--- src/rtl/i2cmb_pkg.sv ---
package i2cmb_pkg;

  localparam int unsigned TDATA_W = 16;
  localparam int unsigned TUSER_W = 3;
  localparam int unsigned CFG_IDX_W = 1;
  localparam int unsigned CFG_DATA_W = 8;
  localparam int unsigned Q_DEPTH = 2;

  localparam logic [CFG_IDX_W-1:0] REG_PHASE_TICKS = 1'd0;
  localparam logic [CFG_IDX_W-1:0] REG_STRETCH_LIMIT = 1'd1;

  localparam logic [7:0] PHASE_TICKS_RST = 8'd1;
  localparam logic [7:0] STRETCH_LIMIT_RST = 8'd100;
  localparam logic [7:0] MSB_MASK = 8'h80;
  localparam logic [3:0] BITS_PER_BYTE = 4'd8;

  typedef enum logic [2:0] {
    K_NONE  = 3'd0,
    K_START = 3'd1,
    K_WRITE = 3'd2,
    K_READ  = 3'd3,
    K_STOP  = 3'd4
  } kind_t;

  typedef enum logic [4:0] {
    PH_IDLE       = 5'd0,
    PH_ST_SDA_HI  = 5'd1,
    PH_ST_SCL_HI  = 5'd2,
    PH_ST_SDA_LO  = 5'd3,
    PH_ST_SCL_LO  = 5'd4,
    PH_SP_SDA_LO  = 5'd5,
    PH_SP_SCL_HI  = 5'd6,
    PH_SP_SDA_HI  = 5'd7,
    PH_WR_BIT     = 5'd8,
    PH_WR_SCL_HI  = 5'd9,
    PH_WR_SCL_LO  = 5'd10,
    PH_WR_ACK_REL = 5'd11,
    PH_WR_ACK_SCL = 5'd12,
    PH_WR_ACK_LO  = 5'd13,
    PH_RD_REL     = 5'd14,
    PH_RD_SCL_HI  = 5'd15,
    PH_RD_SCL_LO  = 5'd16,
    PH_RD_ACK     = 5'd17,
    PH_RD_ACK_SCL = 5'd18,
    PH_RD_ACK_LO  = 5'd19,
    PH_RD_END     = 5'd20,
    PH_FINISH     = 5'd21
  } phase_t;

  typedef struct packed {
    kind_t      kind;
    logic [7:0] wval;
    logic       gack;
    logic       scl;
    logic       sda;
  } item_t;

  function automatic logic after_scl_release(phase_t ph);
    return (ph == PH_ST_SDA_LO) || (ph == PH_SP_SDA_HI) || (ph == PH_WR_SCL_LO) ||
           (ph == PH_WR_ACK_LO) || (ph == PH_RD_SCL_LO) || (ph == PH_RD_ACK_LO);
  endfunction

endpackage

--- src/rtl/i2cmb_front.sv ---
module i2cmb_front (
  input  logic                            in_tvalid,
  output logic                            in_tready,
  // write_value[7:0], give_ack[8], scl_level[9], sda_level[10]
  input  logic [i2cmb_pkg::TDATA_W-1:0]   in_tdata,
  // func[2:0]
  input  logic [i2cmb_pkg::TUSER_W-1:0]   in_tuser,
  input  logic                            q_full,
  output logic                            q_push,
  output i2cmb_pkg::item_t                q_item
);
  import i2cmb_pkg::*;

  kind_t kind;

  always_comb begin
    unique case (in_tuser)
      K_START: kind = K_START;
      K_WRITE: kind = K_WRITE;
      K_READ:  kind = K_READ;
      K_STOP:  kind = K_STOP;
      default: kind = K_NONE;
    endcase
  end

  assign in_tready   = ~q_full;
  assign q_push      = in_tvalid & ~q_full;
  assign q_item.kind = kind;
  assign q_item.wval = in_tdata[7:0];
  assign q_item.gack = in_tdata[8];
  assign q_item.scl  = in_tdata[9];
  assign q_item.sda  = in_tdata[10];

endmodule

--- src/rtl/i2cmb_queue.sv ---
module i2cmb_queue (
  input  logic              clk,
  input  logic              rst_n,
  input  logic              push,
  input  i2cmb_pkg::item_t  push_item,
  output logic              full,
  input  logic              pop,
  output logic              valid,
  output i2cmb_pkg::item_t  head
);
  import i2cmb_pkg::*;

  localparam int unsigned PTR_W = $clog2(Q_DEPTH);
  localparam int unsigned CNT_W = $clog2(Q_DEPTH + 1);

  item_t              mem_r [Q_DEPTH];
  logic [PTR_W-1:0]   wr_ptr_r, wr_ptr_nxt;
  logic [PTR_W-1:0]   rd_ptr_r, rd_ptr_nxt;
  logic [CNT_W-1:0]   cnt_r, cnt_nxt;

  assign full  = (cnt_r == CNT_W'(Q_DEPTH));
  assign valid = (cnt_r != '0);
  assign head  = mem_r[rd_ptr_r];

  always_comb begin
    wr_ptr_nxt = wr_ptr_r;
    rd_ptr_nxt = rd_ptr_r;
    cnt_nxt    = cnt_r;
    if (push) begin
      wr_ptr_nxt = (wr_ptr_r == PTR_W'(Q_DEPTH - 1)) ? '0 : wr_ptr_r + 1'b1;
    end
    if (pop) begin
      rd_ptr_nxt = (rd_ptr_r == PTR_W'(Q_DEPTH - 1)) ? '0 : rd_ptr_r + 1'b1;
    end
    if (push && !pop) begin
      cnt_nxt = cnt_r + 1'b1;
    end else if (pop && !push) begin
      cnt_nxt = cnt_r - 1'b1;
    end
  end

  always_ff @(posedge clk) begin
    if (!rst_n) begin
      wr_ptr_r <= '0;
      rd_ptr_r <= '0;
      cnt_r    <= '0;
    end else begin
      wr_ptr_r <= wr_ptr_nxt;
      rd_ptr_r <= rd_ptr_nxt;
      cnt_r    <= cnt_nxt;
    end
  end

  always_ff @(posedge clk) begin
    if (push) begin
      mem_r[wr_ptr_r] <= push_item;
    end
  end

endmodule

--- src/rtl/i2cmb_back.sv ---
module i2cmb_back (
  input  logic                              clk,
  input  logic                              rst_n,
  input  logic                              cfg_wr_en,
  input  logic [i2cmb_pkg::CFG_IDX_W-1:0]   cfg_index,
  input  logic [i2cmb_pkg::CFG_DATA_W-1:0]  cfg_data,
  input  logic                              q_valid,
  input  i2cmb_pkg::item_t                  q_head,
  output logic                              q_pop,
  output logic                              out_tvalid,
  input  logic                              out_tready,
  output logic [i2cmb_pkg::TDATA_W-1:0]     out_tdata
);
  import i2cmb_pkg::*;

  logic [7:0] ph_ticks_r, str_lim_r;

  phase_t     phase_r, phase_nxt;
  logic [3:0] bit_r, bit_nxt;
  logic [7:0] shift_r, shift_nxt;
  logic [7:0] wait_r, wait_nxt;
  logic [7:0] stretch_r, stretch_nxt;
  logic       scl_r, scl_nxt;
  logic       sda_r, sda_nxt;
  logic       ack_r, ack_nxt;
  logic       nack_r, nack_nxt;
  logic       tmo_r, tmo_nxt;
  logic [7:0] rdhold_r, rdhold_nxt;
  logic       done, ignored, act;
  phase_t     act_ph;
  logic       is_cmd;
  logic [3:0] bit_inc;

  logic                 out_valid_r;
  logic [TDATA_W-1:0]   out_data_r, out_data_nxt;
  logic                 go;

  assign go         = q_valid & (~out_valid_r | out_tready);
  assign q_pop      = go;
  assign out_tvalid = out_valid_r;
  assign out_tdata  = out_data_r;
  assign is_cmd     = (q_head.kind != K_NONE);

  always_comb begin
    phase_nxt   = phase_r;
    bit_nxt     = bit_r;
    shift_nxt   = shift_r;
    wait_nxt    = wait_r;
    stretch_nxt = stretch_r;
    scl_nxt     = scl_r;
    sda_nxt     = sda_r;
    ack_nxt     = ack_r;
    nack_nxt    = nack_r;
    tmo_nxt     = tmo_r;
    rdhold_nxt  = rdhold_r;
    done        = 1'b0;
    ignored     = 1'b0;
    act         = 1'b0;
    act_ph      = PH_IDLE;
    bit_inc     = '0;

    if (phase_r == PH_IDLE) begin
      if (is_cmd) begin
        bit_nxt     = '0;
        stretch_nxt = '0;
        tmo_nxt     = 1'b0;
        ack_nxt     = q_head.gack;
        act         = 1'b1;
        unique case (q_head.kind)
          K_WRITE: begin
            shift_nxt = q_head.wval;
            nack_nxt  = 1'b0;
            act_ph    = PH_WR_BIT;
          end
          K_READ: begin
            shift_nxt = '0;
            act_ph    = PH_RD_REL;
          end
          K_STOP:  act_ph = PH_SP_SDA_LO;
          default: act_ph = PH_ST_SDA_HI;
        endcase
      end
    end else begin
      ignored = is_cmd;
      priority if (phase_r > PH_FINISH) begin
        phase_nxt = PH_IDLE;
      end else if (wait_r != '0) begin
        wait_nxt = wait_r - 1'b1;
      end else if (phase_r == PH_FINISH) begin
        done      = 1'b1;
        phase_nxt = PH_IDLE;
      end else if (after_scl_release(phase_r) && !q_head.scl && (stretch_r < str_lim_r)) begin
        stretch_nxt = stretch_r + 1'b1;
      end else begin
        if (after_scl_release(phase_r)) begin
          if (!q_head.scl) begin
            tmo_nxt = 1'b1;
          end
          stretch_nxt = '0;
        end
        act    = 1'b1;
        act_ph = phase_r;
      end
    end

    if (act) begin
      bit_inc  = bit_nxt + 1'b1;
      wait_nxt = (ph_ticks_r != '0) ? ph_ticks_r - 1'b1 : '0;
      unique case (act_ph)
        PH_ST_SDA_HI: begin sda_nxt = 1'b0; phase_nxt = PH_ST_SCL_HI; end
        PH_ST_SCL_HI: begin scl_nxt = 1'b0; phase_nxt = PH_ST_SDA_LO; end
        PH_ST_SDA_LO: begin sda_nxt = 1'b1; phase_nxt = PH_ST_SCL_LO; end
        PH_ST_SCL_LO: begin scl_nxt = 1'b1; phase_nxt = PH_FINISH; end
        PH_SP_SDA_LO: begin sda_nxt = 1'b1; phase_nxt = PH_SP_SCL_HI; end
        PH_SP_SCL_HI: begin scl_nxt = 1'b0; phase_nxt = PH_SP_SDA_HI; end
        PH_SP_SDA_HI: begin sda_nxt = 1'b0; phase_nxt = PH_FINISH; end
        PH_WR_BIT: begin
          sda_nxt   = ((shift_nxt & MSB_MASK) == '0);
          phase_nxt = PH_WR_SCL_HI;
        end
        PH_WR_SCL_HI: begin scl_nxt = 1'b0; phase_nxt = PH_WR_SCL_LO; end
        PH_WR_SCL_LO: begin
          scl_nxt   = 1'b1;
          shift_nxt = {shift_nxt[6:0], 1'b0};
          bit_nxt   = bit_inc;
          phase_nxt = (bit_inc >= BITS_PER_BYTE) ? PH_WR_ACK_REL : PH_WR_BIT;
        end
        PH_WR_ACK_REL: begin sda_nxt = 1'b0; phase_nxt = PH_WR_ACK_SCL; end
        PH_WR_ACK_SCL: begin scl_nxt = 1'b0; phase_nxt = PH_WR_ACK_LO; end
        PH_WR_ACK_LO: begin
          nack_nxt  = q_head.sda;
          scl_nxt   = 1'b1;
          phase_nxt = PH_FINISH;
        end
        PH_RD_REL:    begin sda_nxt = 1'b0; phase_nxt = PH_RD_SCL_HI; end
        PH_RD_SCL_HI: begin scl_nxt = 1'b0; phase_nxt = PH_RD_SCL_LO; end
        PH_RD_SCL_LO: begin
          shift_nxt = {shift_nxt[6:0], q_head.sda};
          scl_nxt   = 1'b1;
          bit_nxt   = bit_inc;
          if (bit_inc >= BITS_PER_BYTE) begin
            rdhold_nxt = {shift_r[6:0], q_head.sda};
            phase_nxt  = PH_RD_ACK;
          end else begin
            phase_nxt = PH_RD_SCL_HI;
          end
        end
        PH_RD_ACK:     begin sda_nxt = ack_nxt; phase_nxt = PH_RD_ACK_SCL; end
        PH_RD_ACK_SCL: begin scl_nxt = 1'b0; phase_nxt = PH_RD_ACK_LO; end
        PH_RD_ACK_LO:  begin scl_nxt = 1'b1; phase_nxt = PH_RD_END; end
        PH_RD_END:     begin sda_nxt = 1'b0; phase_nxt = PH_FINISH; end
        default:       phase_nxt = PH_IDLE;
      endcase
    end
  end

  always_comb begin
    out_data_nxt = '0;
    out_data_nxt[0]    = scl_nxt;
    out_data_nxt[1]    = sda_nxt;
    out_data_nxt[2]    = (phase_nxt != PH_IDLE);
    out_data_nxt[3]    = done;
    out_data_nxt[11:4] = rdhold_nxt;
    out_data_nxt[12]   = nack_nxt;
    out_data_nxt[13]   = tmo_nxt;
    out_data_nxt[14]   = ignored;
  end

  always_ff @(posedge clk) begin
    if (!rst_n) begin
      ph_ticks_r  <= PHASE_TICKS_RST;
      str_lim_r   <= STRETCH_LIMIT_RST;
      phase_r     <= PH_IDLE;
      bit_r       <= '0;
      shift_r     <= '0;
      wait_r      <= '0;
      stretch_r   <= '0;
      scl_r       <= 1'b0;
      sda_r       <= 1'b0;
      ack_r       <= 1'b0;
      nack_r      <= 1'b0;
      tmo_r       <= 1'b0;
      rdhold_r    <= '0;
      out_valid_r <= 1'b0;
    end else begin
      if (cfg_wr_en) begin
        unique case (cfg_index)
          REG_PHASE_TICKS:   ph_ticks_r <= cfg_data;
          REG_STRETCH_LIMIT: str_lim_r  <= cfg_data;
          default: ;
        endcase
      end
      if (go) begin
        phase_r   <= phase_nxt;
        bit_r     <= bit_nxt;
        shift_r   <= shift_nxt;
        wait_r    <= wait_nxt;
        stretch_r <= stretch_nxt;
        scl_r     <= scl_nxt;
        sda_r     <= sda_nxt;
        ack_r     <= ack_nxt;
        nack_r    <= nack_nxt;
        tmo_r     <= tmo_nxt;
        rdhold_r  <= rdhold_nxt;
      end
      if (go) begin
        out_valid_r <= 1'b1;
      end else if (out_tready) begin
        out_valid_r <= 1'b0;
      end
    end
  end

  always_ff @(posedge clk) begin
    if (go) begin
      out_data_r <= out_data_nxt;
    end
  end

endmodule

--- src/rtl/i2c_master_byte_engine.sv ---
// A word accepted into the two-entry queue is popped by the engine, and its result
// word is registered in an output slot. Throughput: one word per cycle while the
// sink is ready; queue and slot part the engine from the input side and the sink.
// Reset: synchronous, active low; clears queue, engine state and output valid,
// sets phase_ticks to 1 and stretch_limit to 100. No clearing pass.
module i2c_master_byte_engine (
  input  logic                              clk,
  input  logic                              rst_n,
  input  logic                              cfg_wr_en,
  input  logic [i2cmb_pkg::CFG_IDX_W-1:0]   cfg_index,
  input  logic [i2cmb_pkg::CFG_DATA_W-1:0]  cfg_data,
  input  logic                              in_tvalid,
  output logic                              in_tready,
  // write_value[7:0], give_ack[8], scl_level[9], sda_level[10], zero fill
  input  logic [i2cmb_pkg::TDATA_W-1:0]     in_tdata,
  // func[2:0]
  input  logic [i2cmb_pkg::TUSER_W-1:0]     in_tuser,
  output logic                              out_tvalid,
  input  logic                              out_tready,
  // scl_pull_low[0], sda_pull_low[1], busy_res[2], done_res[3], read_value[11:4],
  // no_ack[12], stretch_expired[13], cmd_ignored[14], zero fill
  output logic [i2cmb_pkg::TDATA_W-1:0]     out_tdata
);
  import i2cmb_pkg::*;

  logic  q_full, q_push, q_pop, q_valid;
  item_t q_item, q_head;

  i2cmb_front u_front (
    .in_tvalid (in_tvalid),
    .in_tready (in_tready),
    .in_tdata  (in_tdata),
    .in_tuser  (in_tuser),
    .q_full    (q_full),
    .q_push    (q_push),
    .q_item    (q_item)
  );

  i2cmb_queue u_queue (
    .clk       (clk),
    .rst_n     (rst_n),
    .push      (q_push),
    .push_item (q_item),
    .full      (q_full),
    .pop       (q_pop),
    .valid     (q_valid),
    .head      (q_head)
  );

  i2cmb_back u_back (
    .clk        (clk),
    .rst_n      (rst_n),
    .cfg_wr_en  (cfg_wr_en),
    .cfg_index  (cfg_index),
    .cfg_data   (cfg_data),
    .q_valid    (q_valid),
    .q_head     (q_head),
    .q_pop      (q_pop),
    .out_tvalid (out_tvalid),
    .out_tready (out_tready),
    .out_tdata  (out_tdata)
  );

endmodule

--- config.mk ---
export PLATFORM = sky130hd
export DESIGN_NAME = i2c_master_byte_engine
export DESIGN_NICKNAME = d
export VERILOG_FILES = /design/src/rtl/i2cmb_pkg.sv /design/src/rtl/i2cmb_front.sv /design/src/rtl/i2cmb_queue.sv /design/src/rtl/i2cmb_back.sv /design/src/rtl/i2c_master_byte_engine.sv
export SDC_FILE = /design/constraint.sdc
export NUM_CORES = 1
export LEC_CHECK = 0
export BUFFER_PORTS_ARGS = -buffer_cell sky130_fd_sc_hd__clkbuf_2
export CAP_MARGIN = 20
export CORE_UTILIZATION = 60
export CTS_CLUSTER_DIAMETER = 60
export DETAILED_ROUTE_END_ITERATION = 16
export PLACE_DENSITY = 0.8
export SLEW_MARGIN = 10
export SYNTH_ARGS = -nofsm -noshare
export SYNTH_HDL_FRONTEND = slang
export SYNTH_SLANG_ARGS = --single-unit
--- constraint.sdc ---
create_clock -name clk -period 4 [get_ports clk]
set_clock_uncertainty 0.15 [all_clocks]
set_input_delay 0.6 -clock clk [delete_from_list [all_inputs] [get_ports clk]]
set_output_delay 0.6 -clock clk [all_outputs]
set_load 0.02 [all_outputs]
==> results_dict.tcl, run 1 <==
set metrics [dict create \
    holdBufCountCts 0 \
    routedWlPerCell_um 15.3 \
    grt_pass1_wl_um 19700 \
    max-vdd-ir-drop_mv 0.384 \
    first_global_vias 4209 \
    cpLargestDelayFamily "simple AND/OR/NAND/NOR gates" \
    syn-cell-area_mm2 0.00578 \
    fin_crit_sh_pct 87.8 \
    fin_area_mm2 0.00628 \
    port_buffers 44 \
    grt_usage_pct 24.8 \
    worstPathArrival_ns 3.47 \
    slew_headroom_pct 57.4 \
    clk_path_buf_depth 2 \
    dr.pass1.iters 5 \
    p_total_w 0.00433 \
    vias 4595 \
    tns_ns 0 \
    synth_seq_cells 111 \
    rsz0062_at_grt "false" \
    synth_async_sr_flop_share_pct 0 \
    start_kind "flip-flop" \
    ys_seq_area_share_pct 45.9 \
    avgViaCountPerCell 5.89 \
    worst_slew_pin_slew_ns 0.639 \
    synth_area_per_cell_um2 9.39 \
    core_area_mm2 0.00928 \
    p_leak_nw 2.36 \
    syn_inst 615 \
    fin_crit_ns 3.51 \
    worst-path-buf-inv 0 \
    dieArea_mm2 0.0100 \
    endpoint_kind "flip-flop" \
    final_cell_mix "dfxtp_1, nand2_1, nor2_1" \
    ctsResizeCount 0 \
    path_cells "or4_4 -> or2_0 -> nor2_4 -> a32o_1 -> o22ai_1 -> a2111oi_0 -> nand4_1" \
    numCtsBuffers 9 \
    min-delay-path-class "input pin to flip-flop" \
    antenna_found_initial 0 \
    postCtsSetupRepairBufs 0 \
    area_growth_pct 8.73 \
    max_freq_mhz 285 \
    slowest_stage "or4_4" \
    drtIter0Drc 292 \
    postPlaceCellArea_mm2 0.00606 \
    drt_wl_total_um 11900 \
    clock_latency_ns 0.38 \
    status "finished clean" \
    gp_congestion 0.890 \
    clk_pin_slew_ns 0.12 \
    fin_nets 691 \
    finalSetupViolCount 0 \
    h-tree-depth 3 \
    worstPathMaxFanout 18 \
    ys_types 74 \
    route.detailed.drc 0 \
    synth_flop_cell "dfxtp_1" \
    worst_ep_required_time_ns 3.96 \
    max_stage_delay_ns 0.59 \
    grt_max_degree 37 \
    worstSetupPathType "flip-flop to flip-flop" \
    place_hpwl_um 8360 \
    power_density_mw_per_mm2 689 \
    drive_gt1_share_pct 16.4 \
    synth_warnings 0 \
    stdcell_count 780 \
    cts_num_sinks 111 \
    ant_nets 0 \
    synth_nets 660 \
    max_cap_viol_count 0 \
    cts_tree "done" \
    io_pins 51 \
    placedCellCount 763 \
    fp.dieW_um 100 \
    slew_violations 0 \
    mostFrequentLayoutCell "dfxtp_1" \
    cts_root_buf "clkbuf_8" \
    placementRows 35 \
    synth-edff-count 43 \
    diodes 0 \
    gr-total-overflow 0 \
    die_h_um 100 \
    initial_core_util_pct 62.2 \
    hold_viol_final 0 \
]
## path summary, 6_finish.rpt
path | from | endpoint | slack (ns) | depth (start not counted)
setup / recovery | u_back.phase_r[1] | u_back.out_tdata[2] | 0.49 | 7
hold / removal | in_tdata[5] | u_queue.mem_r[0][8] | 0.24 | 1
setup reg to reg | u_back.phase_r[1] | u_back.out_tdata[2] | 0.49 | 7
hold reg to reg | u_back.str_lim_r[1] | u_back.str_lim_r[1] | 0.32 | 2
## cells by family after synthesis
kind of cell,Yosys count,synth area share [%]
fa+ha+maj,12,2.60
buf+inv,57,4.38
simple gates,225,19.8
xor+xnor,12,1.82
other cells,1,0.0649
flops,111,45.9
compound gates,160,18.8
mux,37,6.65
## routing by layer
metal	global-route usage [%]	up-vias	wire length [um]
met5	0	-	0
met4	7.47	0	147
met3	4.04	16	641
met2	39.5	151	5550
met1	35.1	2140	5590
li1	-	2288	-
## layout make-up
type                    count  area (um^2)
flip-flops and latches    111         2650
clock buffers               9          124
repair buffers             55          307
inverters                  22         82.6
well taps                 129          161
fillers                   772         3000
multi-input cells         447         2870
clock inverters             7         82.6
## power by group
part / internal [W] / leakage [nW] / switching (W)
Combinational: 0.000741 / 1.30 / 0.00132
Clock: 0.000253 / 0.101 / 0.000431
Sequential: 0.00143 / 0.964 / 0.000150
## state kept, by name, summed over array words and instances, names as in the netlist, 8 cells and up, named ones only
name,count
u_back.out_tdata,15
u_back.ph_ticks_r,8
u_back.wait_r,8
u_back.shift_r,8
u_back.str_lim_r,8
u_queue.mem_r,28
u_back.rdhold_r,8
u_back.stretch_r,8
## through the flow
| step | hold slack [ns] | util (%) | worst slack, ns |
|---|---|---|---|
| 6_report | 0.244 | 67.6 | 0.490 |
| 5_1_grt | 0.230 | 67.6 | 0.289 |
| 4_1_cts | 0.237 | 67.5 | 0.524 |
| 3_5_place_dp | 0.300 | 65.3 | 0.544 |
| 3_3_place_gp | 0.297 | 65.3 | 0.604 |
| 2_1_floorplan | 0.282 | - | 1.06 |
## synthesized netlist by cell type (4+ instances only)
cell / instances / area share, %
dfxtp_1: 68 / 24
a22oi_1: 4 / 0.52
ha_1: 12 / 2.6
buf_2: 7 / 0.61
nor2_1: 58 / 3.8
nor3b_1: 4 / 0.52
o21ai_0: 36 / 3.1
clkbuf_1: 22 / 1.4
nor2b_1: 10 / 1.1
a211oi_1: 4 / 0.52
nand4_1: 4 / 0.43
o21ai_1: 7 / 0.61
nand2_1: 65 / 4.2
inv_1: 21 / 1.4
or3_1: 5 / 0.54
nor3_1: 12 / 1.0
buf_4: 4 / 0.52
and3_1: 6 / 0.65
o31ai_1: 8 / 1.0
xor2_1: 9 / 1.4
mux2_2: 11 / 2.1
a21oi_1: 41 / 3.6
mux2i_1: 26 / 4.5
o211ai_1: 9 / 1.2
a31oi_1: 11 / 1.2
edfxtp_1: 43 / 22
nand2b_1: 12 / 1.3
nand3_1: 21 / 1.8
nor4_1: 4 / 0.43
No activity file was read; power rests on OpenSTA's default activity.
==> run 2, diff against run 1 <==
- ABC_CLOCK_PERIOD_IN_PS: default -> 4080
- CORE_UTILIZATION: 60 -> 64
- GPL_ROUTABILITY_DRIVEN: default -> 0
- PLACE_DENSITY: 0.8 -> 0.85
- clock period: 4 -> 4.08 ns (I/O delays scaled with it)
==> results_dict.tcl, run 2 (synthesized netlist as in run 1, its figures left out) <==
set metrics [dict create \
    slowest_stage "a21oi_1" \
    numCtsBuffers 9 \
    cts_num_sinks 111 \
    min-delay-path-class "input pin to flip-flop" \
    route.detailed.drc 0 \
    placementRows 34 \
    fin_nets 690 \
    first_global_vias 4563 \
    die_h_um 97.0 \
    whs_ns 0.262 \
    p_switching_w 0.00186 \
    place_hpwl_um 8670 \
    grt_pass1_wl_um 21000 \
    ant_nets 0 \
    stdcell_count 758 \
    clock_latency_ns 0.38 \
    placedCellCount 741 \
    io_pins 51 \
    regMostFlops "u_queue.mem_r" \
    initial_core_util_pct 66.2 \
    drtIter0Drc 336 \
    clockPowerShare_pct 15.2 \
    worstSetupPathType "flip-flop to flip-flop" \
    drt_wl_total_um 12400 \
    power_density_mw_per_mm2 677 \
    fin_ws_ns 0.369 \
    max_stage_delay_ns 0.81 \
    endpoint_kind "flip-flop" \
    h-tree-depth 3 \
    ctsResizeCount 0 \
    largest_register_ffs 28 \
    clk_pin_slew_ns 0.11 \
    core_area_mm2 0.00872 \
    worst_ep_required_time_ns 4.25 \
    grt_max_degree 37 \
    finalSetupViolCount 0 \
    drive_gt1_share_pct 16.3 \
    antenna_found_initial 0 \
    cpLargestDelayFamily "compound AO/OA/AOI/OAI gates" \
    p_leak_nw 2.35 \
    max_freq_mhz 269 \
    fin_crit_ns 3.71 \
    postCtsSetupRepairBufs 0 \
    dieArea_mm2 0.00941 \
    port_buffers 44 \
    grt_usage_pct 27.4 \
    slew_headroom_pct 31.9 \
    cts_root_buf "clkbuf_8" \
    routedWlPerCell_um 16.3 \
    p_int_w 0.00236 \
    max_cap_viol_count 0 \
    status "finished clean" \
    fin_crit_sh_pct 90.9 \
    worstPathMaxFanout 17 \
    gr-total-overflow 0 \
    rsz0062_at_grt "false" \
    mostFrequentLayoutCell "dfxtp_1" \
    cts_tree "done" \
    fp.dieW_um 97.0 \
    holdBufCountCts 0 \
    worstPathArrival_ns 3.88 \
    dp_worst_setup_slack_ns 0.410 \
    path_cells "or3b_2 -> a211oi_1 -> or2_2 -> nand2_4 -> a21oi_1 -> a21boi_1 -> o21ai_0 -> a22oi_1 -> nor2_1" \
    hold_viol_final 0 \
    worst-path-buf-inv 0 \
    avgViaCountPerCell 6.25 \
    area_growth_pct 7.86 \
    fillers 608 \
    clk_path_buf_depth 2 \
    vias 4740 \
    dr.pass1.iters 5 \
    final_cell_mix "dfxtp_1, nand2_1, nor2_1" \
    tns_ns 0 \
    max-vdd-ir-drop_mv 0.362 \
    p_comb_share_pct 48.8 \
    p_sw_share_pct 44.1 \
    start_kind "flip-flop" \
    worst_slew_pin_slew_ns 1.02 \
    seq_power_share_pct 36.0 \
    slew_violations 0 \
    diodes 0 \
]
run 2: cell types whose count changed in the layout (fill, tap and decap cells not counted), sizes merged:
| cell | change |
|---|---|
| clkinv | +3 |
| clkbuf | +1 |
| clkinvlp | -1 |
| inv | -3 |
| buf | -1 |
run 2: path summary, 6_finish.rpt:
check / end / start / slack [ns] / cells past startpoint
setup / recovery: u_back.wait_r[5] / u_back.phase_r[4] / 0.37 / 9
setup reg to reg: u_back.wait_r[5] / u_back.phase_r[4] / 0.37 / 9
hold reg to reg: u_back.str_lim_r[1] / u_back.str_lim_r[1] / 0.31 / 2
hold / removal: u_queue.mem_r[1][7] / in_tdata[4] / 0.26 / 1
run 2: routing by layer:
| layer | vias to the layer above | global-route usage [%] | share of wire (%) | wire length (um) |
|---|---|---|---|---|
| met5 | - | 0 | 0 | 0 |
| met4 | 0 | 11.0 | 1.8 | 223 |
| met3 | 20 | 4.19 | 5.4 | 670 |
| met2 | 168 | 43.7 | 47 | 5760 |
| met1 | 2265 | 37.5 | 46 | 5710 |
| li1 | 2287 | - | - | - |
run 2: per-stage QoR:
stage / instance area [um^2] / power (W) / util (%)
finish: 6230 / 0.00422 / 71.4
global route: 6230 / 0.00450 / 71.4
CTS: 6220 / 0.00418 / 71.3
detailed placement: 6030 / 0.00355 / 69.1
global placement: 6030 / 0.00346 / 69.1
floorplan: 5780 / 0.00313 / -
run 2: area by class of cell:
cell class	count	area, um^2	area share, %
clock inverter	6	56.3	0.904
timing repair buffer	54	295	4.74
inverter	22	82.6	1.33
clock buffer	10	138	2.21
tap	108	135	2.17
multi-input combinational	447	2870	46.1
sequential	111	2650	42.6
run 2: power groups by stage:
stage	clock [W]	combinational, W	sequential, W
after floorplan	0	0.00153	0.00160
after global placement	0	0.00193	0.00153
after detailed placement	0	0.00201	0.00154
after CTS	0.000643	0.00202	0.00152
after global routing	0.000685	0.00227	0.00154
final	0.000641	0.00206	0.00152
